**src/rtl/rthsv_pkg.sv**
```systemverilog
package rthsv_pkg;

  // input and result field widths
  localparam int CHAN_W = 8;
  localparam int HUE_W  = 15;
  localparam int SAT_W  = 13;

  // divider widths: remainders hold numerators below 2^20, quotients reach 4096
  localparam int REM_W = 21;
  localparam int QUO_W = 13;

  // number of divide cells, one per quotient bit
  localparam int NUM_CELLS = QUO_W;

  // hue sector bases in 1/64 degree
  localparam logic [HUE_W-1:0] HUE_BASE_RED   = 15'd0;
  localparam logic [HUE_W-1:0] HUE_BASE_GREEN = 15'd7680;
  localparam logic [HUE_W-1:0] HUE_BASE_BLUE  = 15'd15360;
  localparam logic [HUE_W-1:0] HUE_BASE_WRAP  = 15'd23040;

  // work carried down the divider chain
  typedef struct packed {
    logic [REM_W-1:0]  hue_rem;
    logic [QUO_W-1:0]  hue_quo;
    logic [CHAN_W-1:0] delta;
    logic [REM_W-1:0]  sat_rem;
    logic [QUO_W-1:0]  sat_quo;
    logic [CHAN_W-1:0] maxv;
    logic [HUE_W-1:0]  hue_base;
    logic              hue_neg;
    logic              grey;
    logic              black;
  } cell_t;

endpackage

```
**src/rtl/rgb_to_hsv_converter.sv**
```systemverilog
// rgb to hsv pixel converter
// pipeline: an accepted input beat passes through
//   one sort stage, 13 divide cells and one output stage to its output beat
// throughput: one pixel per clock unless m_tready stalls; every stage holds its own beat
// reset: synchronous active-high rst empties every stage; payload registers are not reset
module rgb_to_hsv_converter (
  input  logic        clk,
  input  logic        rst,
  input  logic        s_tvalid,
  output logic        s_tready,
  input  logic [23:0] s_tdata,   // red_in [7:0], green_in [15:8], blue_in [23:16]
  output logic        m_tvalid,
  input  logic        m_tready,
  output logic [39:0] m_tdata    // hue_out [14:0], sat_out [27:15], val_out [35:28], zero [39:36]
);

  localparam int N = rthsv_pkg::NUM_CELLS;

  logic             stg_valid [N+1];
  logic             stg_ready [N+1];
  rthsv_pkg::cell_t stg_data  [N+1];

  logic [rthsv_pkg::HUE_W-1:0]  hue_out;
  logic [rthsv_pkg::SAT_W-1:0]  sat_out;
  logic [rthsv_pkg::CHAN_W-1:0] val_out;

  // min, max and numerators
  rthsv_front u_front (
    .clk       (clk),
    .rst       (rst),
    .in_valid  (s_tvalid),
    .in_ready  (s_tready),
    .red_in    (s_tdata[7:0]),
    .green_in  (s_tdata[15:8]),
    .blue_in   (s_tdata[23:16]),
    .out_valid (stg_valid[0]),
    .out_ready (stg_ready[0]),
    .out_data  (stg_data[0])
  );

  // row of divide cells, most significant quotient bit first
  for (genvar i = 0; i < N; i++) begin : g_cell
    rthsv_cell #(
      .SHIFT (N - 1 - i)
    ) u_cell (
      .clk       (clk),
      .rst       (rst),
      .in_valid  (stg_valid[i]),
      .in_ready  (stg_ready[i]),
      .in_data   (stg_data[i]),
      .out_valid (stg_valid[i+1]),
      .out_ready (stg_ready[i+1]),
      .out_data  (stg_data[i+1])
    );
  end

  // sign fixup and output register
  rthsv_back u_back (
    .clk       (clk),
    .rst       (rst),
    .in_valid  (stg_valid[N]),
    .in_ready  (stg_ready[N]),
    .in_data   (stg_data[N]),
    .out_valid (m_tvalid),
    .out_ready (m_tready),
    .hue_out   (hue_out),
    .sat_out   (sat_out),
    .val_out   (val_out)
  );

  assign m_tdata = {4'b0000, val_out, sat_out, hue_out};

endmodule

```
**src/rtl/rthsv_front.sv**
```systemverilog
module rthsv_front (
  input  logic                            clk,
  input  logic                            rst,
  input  logic                            in_valid,
  output logic                            in_ready,
  input  logic [rthsv_pkg::CHAN_W-1:0]    red_in,
  input  logic [rthsv_pkg::CHAN_W-1:0]    green_in,
  input  logic [rthsv_pkg::CHAN_W-1:0]    blue_in,
  output logic                            out_valid,
  input  logic                            out_ready,
  output rthsv_pkg::cell_t                out_data
);

  logic [rthsv_pkg::CHAN_W-1:0] maxv;
  logic [rthsv_pkg::CHAN_W-1:0] minv;
  logic [rthsv_pkg::CHAN_W-1:0] delta;
  logic [rthsv_pkg::CHAN_W-1:0] pos;
  logic [rthsv_pkg::CHAN_W-1:0] neg;
  logic [rthsv_pkg::CHAN_W-1:0] mag;
  logic [rthsv_pkg::HUE_W-1:0]  base;
  logic                         flip;
  rthsv_pkg::cell_t             data_next;

  // largest and smallest channel
  always_comb begin
    maxv = (red_in > green_in) ? red_in : green_in;
    maxv = (maxv > blue_in) ? maxv : blue_in;
    minv = (red_in < green_in) ? red_in : green_in;
    minv = (minv < blue_in) ? minv : blue_in;
    delta = maxv - minv;
  end

  // hue sector: base, operands of the difference and whether it is subtracted
  always_comb begin
    if (maxv == red_in) begin
      pos = green_in;
      neg = blue_in;
      if (green_in >= blue_in) begin
        base = rthsv_pkg::HUE_BASE_RED;
        flip = 1'b0;
      end else begin
        base = rthsv_pkg::HUE_BASE_WRAP;
        flip = 1'b1;
      end
    end else if (maxv == green_in) begin
      pos  = blue_in;
      neg  = red_in;
      base = rthsv_pkg::HUE_BASE_GREEN;
      flip = (blue_in < red_in);
    end else begin
      pos  = red_in;
      neg  = green_in;
      base = rthsv_pkg::HUE_BASE_BLUE;
      flip = (red_in < green_in);
    end
    mag = (pos >= neg) ? (pos - neg) : (neg - pos);
  end

  // numerators: 3840*mag as 4096*mag - 256*mag, and 4096*delta
  always_comb begin
    data_next.hue_rem  = (rthsv_pkg::REM_W'(mag) << 12) - (rthsv_pkg::REM_W'(mag) << 8);
    data_next.hue_quo  = '0;
    data_next.delta    = delta;
    data_next.sat_rem  = rthsv_pkg::REM_W'(delta) << 12;
    data_next.sat_quo  = '0;
    data_next.maxv     = maxv;
    data_next.hue_base = base;
    data_next.hue_neg  = flip;
    data_next.grey     = (delta == '0);
    data_next.black    = (maxv == '0);
  end

  assign in_ready = !out_valid || out_ready;

  // stage valid
  always_ff @(posedge clk) begin
    if (rst) begin
      out_valid <= 1'b0;
    end else if (in_ready) begin
      out_valid <= in_valid;
    end
  end

  // stage payload
  always_ff @(posedge clk) begin
    if (in_ready && in_valid) begin
      out_data <= data_next;
    end
  end

endmodule

```
**src/rtl/rthsv_cell.sv**
```systemverilog
module rthsv_cell #(
  parameter int SHIFT = 0
) (
  input  logic             clk,
  input  logic             rst,
  input  logic             in_valid,
  output logic             in_ready,
  input  rthsv_pkg::cell_t in_data,
  output logic             out_valid,
  input  logic             out_ready,
  output rthsv_pkg::cell_t out_data
);

  logic [rthsv_pkg::REM_W-1:0] hue_dsh;
  logic [rthsv_pkg::REM_W-1:0] sat_dsh;
  logic [rthsv_pkg::QUO_W-1:0] qbit;
  rthsv_pkg::cell_t            data_next;

  // divisors aligned to this cell's quotient bit
  assign hue_dsh = rthsv_pkg::REM_W'(in_data.delta) << SHIFT;
  assign sat_dsh = rthsv_pkg::REM_W'(in_data.maxv) << SHIFT;
  assign qbit    = rthsv_pkg::QUO_W'(1) << SHIFT;

  // one restoring step on each lane
  always_comb begin
    data_next = in_data;
    if (in_data.hue_rem >= hue_dsh) begin
      data_next.hue_rem = in_data.hue_rem - hue_dsh;
      data_next.hue_quo = in_data.hue_quo | qbit;
    end
    if (in_data.sat_rem >= sat_dsh) begin
      data_next.sat_rem = in_data.sat_rem - sat_dsh;
      data_next.sat_quo = in_data.sat_quo | qbit;
    end
  end

  assign in_ready = !out_valid || out_ready;

  // stage valid
  always_ff @(posedge clk) begin
    if (rst) begin
      out_valid <= 1'b0;
    end else if (in_ready) begin
      out_valid <= in_valid;
    end
  end

  // stage payload
  always_ff @(posedge clk) begin
    if (in_ready && in_valid) begin
      out_data <= data_next;
    end
  end

endmodule

```
**src/rtl/rthsv_back.sv**
```systemverilog
module rthsv_back (
  input  logic                         clk,
  input  logic                         rst,
  input  logic                         in_valid,
  output logic                         in_ready,
  input  rthsv_pkg::cell_t             in_data,
  output logic                         out_valid,
  input  logic                         out_ready,
  output logic [rthsv_pkg::HUE_W-1:0]  hue_out,
  output logic [rthsv_pkg::SAT_W-1:0]  sat_out,
  output logic [rthsv_pkg::CHAN_W-1:0] val_out
);

  logic [rthsv_pkg::HUE_W-1:0] quo_ext;
  logic [rthsv_pkg::HUE_W-1:0] hue_next;
  logic [rthsv_pkg::SAT_W-1:0] sat_next;

  // apply sector base and sign, zero the hue of grey pixels and the saturation of black pixels
  always_comb begin
    quo_ext = rthsv_pkg::HUE_W'(in_data.hue_quo);
    if (in_data.grey) begin
      hue_next = '0;
    end else if (in_data.hue_neg) begin
      hue_next = in_data.hue_base - quo_ext;
    end else begin
      hue_next = in_data.hue_base + quo_ext;
    end
    sat_next = in_data.black ? '0 : rthsv_pkg::SAT_W'(in_data.sat_quo);
  end

  assign in_ready = !out_valid || out_ready;

  // output valid
  always_ff @(posedge clk) begin
    if (rst) begin
      out_valid <= 1'b0;
    end else if (in_ready) begin
      out_valid <= in_valid;
    end
  end

  // output register
  always_ff @(posedge clk) begin
    if (in_ready && in_valid) begin
      hue_out <= hue_next;
      sat_out <= sat_next;
      val_out <= in_data.maxv;
    end
  end

endmodule
```
**config.mk**
```make
export PLATFORM = sky130hd
export DESIGN_NAME = rgb_to_hsv_converter
export DESIGN_NICKNAME = d
export VERILOG_FILES = /design/src/rtl/rthsv_pkg.sv /design/src/rtl/rgb_to_hsv_converter.sv /design/src/rtl/rthsv_front.sv /design/src/rtl/rthsv_cell.sv /design/src/rtl/rthsv_back.sv
export SDC_FILE = /design/constraint.sdc
export NUM_CORES = 2
export LEC_CHECK = 0
export BUFFER_PORTS_ARGS = -buffer_cell sky130_fd_sc_hd__buf_2
export CORE_UTILIZATION = 28
export CTS_CLUSTER_DIAMETER = 200
export CTS_CLUSTER_SIZE = 40
export DETAILED_ROUTE_END_ITERATION = 10
export PLACE_DENSITY = 0.53
export SLEW_MARGIN = 20
export SYNTH_ARGS = -nofsm -noshare
export SYNTH_HDL_FRONTEND = slang
export SYNTH_SLANG_ARGS = --single-unit
```
**constraint.sdc**
```tcl
create_clock -name clk -period 32.1 [get_ports clk]
set_input_delay 9.63 -clock clk [delete_from_list [all_inputs] [get_ports clk]]
set_output_delay 9.63 -clock clk [all_outputs]
set_load 0.1 [all_outputs]
```
; Word-level counts from Yosys, hierarchy flattened
; Index checks and enable logic that the tools add are counted.
[totals]
out_inout_bits = 42
wordCells = 331
register_bits = 1382
inputBits = 28
[op_classes]
n_reduce_logical = 47
eq_ne = 2
n_lt_le_gt_ge = 33
muxes = 40
n_addsub = 30
[ops]
columns = operator, n
row1 = $mux 34, 23
row2 = $mux 8, 9
row3 = $mux 15, 3
row4 = $ge 21x10->1, 2
row5 = $ge 21x11->1, 2
row6 = $ge 21x12->1, 2
row7 = $ge 21x13->1, 2
row8 = $ge 21x14->1, 2
row9 = $ge 21x15->1, 2
row10 = $ge 21x16->1, 2
row11 = $ge 21x17->1, 2
row12 = $ge 21x18->1, 2
row13 = $ge 21x19->1, 2
row14 = $ge 21x8->1, 2
row15 = $ge 21x9->1, 2
row16 = $sub 21x10->21, 2
row17 = $sub 21x11->21, 2
row18 = $sub 21x12->21, 2
row19 = $sub 21x13->21, 2
row20 = $sub 21x14->21, 2
row21 = $sub 21x15->21, 2
row22 = $sub 21x16->21, 2
row23 = $sub 21x17->21, 2
row24 = $sub 21x18->21, 2
row25 = other kinds (21), 75

; Logic depth before layout (Yosys ltp)
[logic_depth]
word_depth = 17
mapped_depth = 39
depth_no_buf = 34

; Modules after synthesis
; A second synthesis with hierarchy kept.
[unflattened]
hier_cells = 4674
hier_area_um2 = 65775.6
[modules_own_cells]
columns = mod, cells_per_inst, area_per_inst_um2, n_inst, seq_area_each_um2
row1 = rthsv_front, 591, 5341.4, 1, 1131.1
row2 = rthsv_cell (g_cell[12].u_cell), 343, 4805.9, 1, 3083.0
row3 = rthsv_cell (g_cell[11].u_cell), 334, 4616.9, 1, 3083.0
row4 = rthsv_cell (g_cell[10].u_cell), 318, 4554.4, 1, 3083.0
row5 = rthsv_cell (g_cell[9].u_cell), 314, 4511.8, 1, 3083.0
row6 = rthsv_cell (g_cell[8].u_cell), 307, 4485.6, 1, 3083.0
row7 = rthsv_cell (g_cell[6].u_cell), 290, 4484.3, 1, 3083.0
row8 = rthsv_cell (g_cell[7].u_cell), 306, 4484.3, 1, 3083.0
row9 = rthsv_cell (g_cell[5].u_cell), 286, 4449.3, 1, 3083.0
row10 = rthsv_cell (g_cell[4].u_cell), 295, 4433.0, 1, 3083.0
row11 = rthsv_cell (g_cell[3].u_cell), 278, 4398.0, 1, 3083.0
row12 = rthsv_cell (g_cell[2].u_cell), 283, 4381.7, 1, 3083.0
row13 = rthsv_cell (g_cell[1].u_cell), 272, 4326.6, 1, 3083.0
row14 = rthsv_cell (g_cell[0].u_cell), 245, 4184.0, 1, 3083.0
row15 = 2 more rows, --, --, --, --

; Least setup slack after synthesis
; Ideal clock, no wire load.
[synth_path]
path_type = input port to output port
startpoint = input m_tready
endpoint = output s_tready
path_stages = 8
t_required_ps = 22470
path_slack_ps = 10963
t_arrival_ps = 11507
path_buffers = 0
cell_sequence = and4b_1 -> and3_1 -> nand2_1 -> nor2_1 -> and2_0 -> nand3_1 -> nor2_1 -> nand2_1
[synth_between]
elab_chain_cells = 15
[synth_rtl]
columns = item, line_no
row1 = "start, declared", rgb_to_hsv_converter.sv:13  ; input logic m_tready,
row2 = $logic_or 1x1->1, rthsv_back.sv:31  ; assign in_ready = !out_valid || out_ready;
row3 = $logic_or 1x1->1 (13 in series), rthsv_cell.sv:37  ; assign in_ready = !out_valid || out_ready;
row4 = $logic_or 1x1->1, rthsv_front.sv:73  ; assign in_ready = !out_valid || out_ready;
row5 = "end, declared", rgb_to_hsv_converter.sv:10  ; output logic s_tready,
; Every way passes these cells.

; Worst setup path after layout
; Same ends and word-level chain as after synthesis.

==> impl_metrics.env <==
export IMPL_startpoint="m_tready"
export IMPL_max_freq_mhz=45.1
export IMPL_die_w_um=408
export IMPL_slowest_delay_ns=0.56
export IMPL_vias_per_cell=4.38
export IMPL_ys_warn_count=0
export IMPL_drtPass1Iterations=5
export IMPL_fin_crit_sh=0.691
export IMPL_peakVddDrop_mv=0.0417
export IMPL_cp_max_fo=6
export IMPL_avgSynthCellArea_um2=12.2
export IMPL_crit_chain="buf_2 > and4b_1 > and3_1 > nand2_1 > nor2_1 > and2_0 > nand3_1 > nor2_1 > nand2_1 > buf_2"
export IMPL_hold_viol=0
export IMPL_final_max_slew_viol_count=0
export IMPL_cp_end_kind="primary output"
export IMPL_drive_above_1_share=0.0476
export IMPL_path_class="in -> out"
export IMPL_fin_ws_ns=9.93
export IMPL_drtAntennaViolNets=0
export IMPL_p_leak_nw=18.0
export IMPL_setup_violations_final=0
export IMPL_grt_pass1_wl_um=131000
export IMPL_io_pins=70
export IMPL_rows=148
export IMPL_dp_hpwl_um=60400
export IMPL_postSynth_asyncResetShare=0
export IMPL_post_route_min_period_ns=22.17
export IMPL_place_area_um2=49300
export IMPL_hold_start="g_cell[11].u_cell.out_data[35]"
export IMPL_wirelength_um=78500
export IMPL_grt_pass1_vias=26500
export IMPL_crit_arrival_ns=12.54
export IMPL_route_detailed_drc=0
export IMPL_dp_slack_ns=9.89
export IMPL_antenna_found_initial=0
export IMPL_finalHoldWorstSlack_ns=0.421
export IMPL_drt_initial_drc_count=1287
export IMPL_crit_slowest_cell="and2_0"
export IMPL_fin_worst_skew_ns=0.0437
export IMPL_cp_required_ns=22.47
export IMPL_place_congestion=0.809
export IMPL_die_area_um2=167000
export IMPL_fin_tns_setup_ns=0
export IMPL_start_kind="input port"
export IMPL_status="finished, final reports clean"
export IMPL_clock_sinks=932
export IMPL_grt_usage=0.0925
export IMPL_ys_seq_area_frac=0.602
export IMPL_clk_latency_ns=0.66
export IMPL_post_synth_num_cell_types=79
export IMPL_cts_setup_buffers=0
export IMPL_start_util=0.283
export IMPL_rsz0062_at_grt="no"
export IMPL_path_clk_slew_ns=0.14
export IMPL_cts_resized=0
export IMPL_diodes=0
export IMPL_synth_seq_cells=932
export IMPL_syn_area_um2=46300
export IMPL_syn_inst=3785
export IMPL_layout_common_cells="edfxtp_1 (917), inv_1 (400), ha_1 (276)"
export IMPL_wl_per_cell_um=13.1
export IMPL_postCtsHoldBufs=0
export IMPL_maxCapViolCount=0
export IMPL_clock_root_buffer="clkbuf_16"
export IMPL_cts_buffers=27
export IMPL_htreeDepth=1
export IMPL_hold_path_class="reg -> reg"
export IMPL_core_area_um2=163000
export IMPL_pwr_density_cell_nw_per_um2=49.5
export IMPL_num_vias=26400
export IMPL_grt_max_degree=69
export IMPL_r2r_start="g_cell[10].u_cell.out_data[52]"
export IMPL_final_common_cell="edfxtp_1"
export IMPL_nets=4161
export IMPL_overflow=0
export IMPL_synthToLayoutAreaGrowth_pct=8.34
export IMPL_clock_path_buffers=3
export IMPL_slew_headroom=0.267
export IMPL_synth_edff_count=917
export IMPL_cts_tree="built"
export IMPL_tightestPinTransition_ns=1.10
export IMPL_fp_dieH_um=408
export IMPL_io_buffers=65
export IMPL_synth_ff_type="edfxtp_1"
export IMPL_design_area_um2=50100
## logic make-up after synthesis
family,share of synthesized area
AND/OR/NAND/NOR,0.108
flip-flops,0.602
AO/OA/AOI/OAI,0.0917
buffers and inverters,0.0392
adder cells (fa/ha/maj),0.0863
XOR/XNOR,0.0541
multiplexers,0.0184
other,0.0000811
## synth_stat cells (39+ instances only)
library cell	instances	area [um^2]
nor4_1	52	325
edfxtp_1	917	27500
xor2_1	121	1060
a21oi_1	160	801
nor3_1	79	395
ha_1	276	3450
inv_1	400	1500
nand3_1	46	230
nor2_1	270	1010
mux2i_1	58	581
o31ai_1	41	308
o21ai_0	242	1210
nand2_1	264	991
nand4_1	43	269
a21boi_0	66	495
o21a_1	39	293
clkbuf_1	63	236
nand2b_1	49	307
a21o_1	48	360
nor2b_1	91	569
xnor2_1	163	1430
## report_power, final
group,switching [mW],total (mW),internal [mW]
Combinational,0.320,0.561,0.241
Clock,0.330,0.493,0.163
Sequential,0.0277,1.43,1.40
Total,0.677,2.48,1.81
## worst paths after layout
path | slack, ns | to | cells after the start
setup / recovery | 9.93 | s_tready | 10
hold / removal | 0.42 | g_cell[12].u_cell.out_data[35] | 0
setup reg to reg | 28.48 | g_cell[11].u_cell.out_data[53] | 8
hold reg to reg | 0.42 | g_cell[12].u_cell.out_data[35] | 0
## registers in the layout, indices dropped and copies added, names as in the netlist
signal and flops:
u_back.out_valid 1, g_cell.u_cell.out_valid 13, u_front.out_valid 1, u_back.hue_out 15, u_back.val_out 8, u_back.sat_out 13, g_cell.u_cell.out_data 844, u_front.out_data 37
## stage by stage
stage	power [mW]	cells	util
after detailed placement	2.02	5976	0.302
after global placement	2.01	5976	0.302
after global routing	2.62	6017	0.307
after floorplan	1.89	3788	-
after CTS	2.52	6017	0.307
final	2.48	6017	0.307
## critical path: cells and delay by family
family,cells,cell delay [ns]
buffers and inverters,2,0.42
AND/OR/NAND/NOR,8,2.48
## routing by layer
metal	track usage	part of all wire
met3	0.00890	0.023
met5	0	0
met4	0.0169	0.015
met1	0.109	0.44
met2	0.180	0.52
## cell type report
| class | count | area, um^2 |
|---|---|---|
| fill | 16400 | 113000 |
| sequential | 932 | 27800 |
| tap | 2175 | 2720 |
| clock inverter | 2 | 38.8 |
| multi-input combinational | 2379 | 16800 |
| inverter | 401 | 1510 |
| timing repair buffer | 89 | 505 |
| clock buffer | 39 | 731 |
Note: power is estimated with default switching activity, not from simulation.
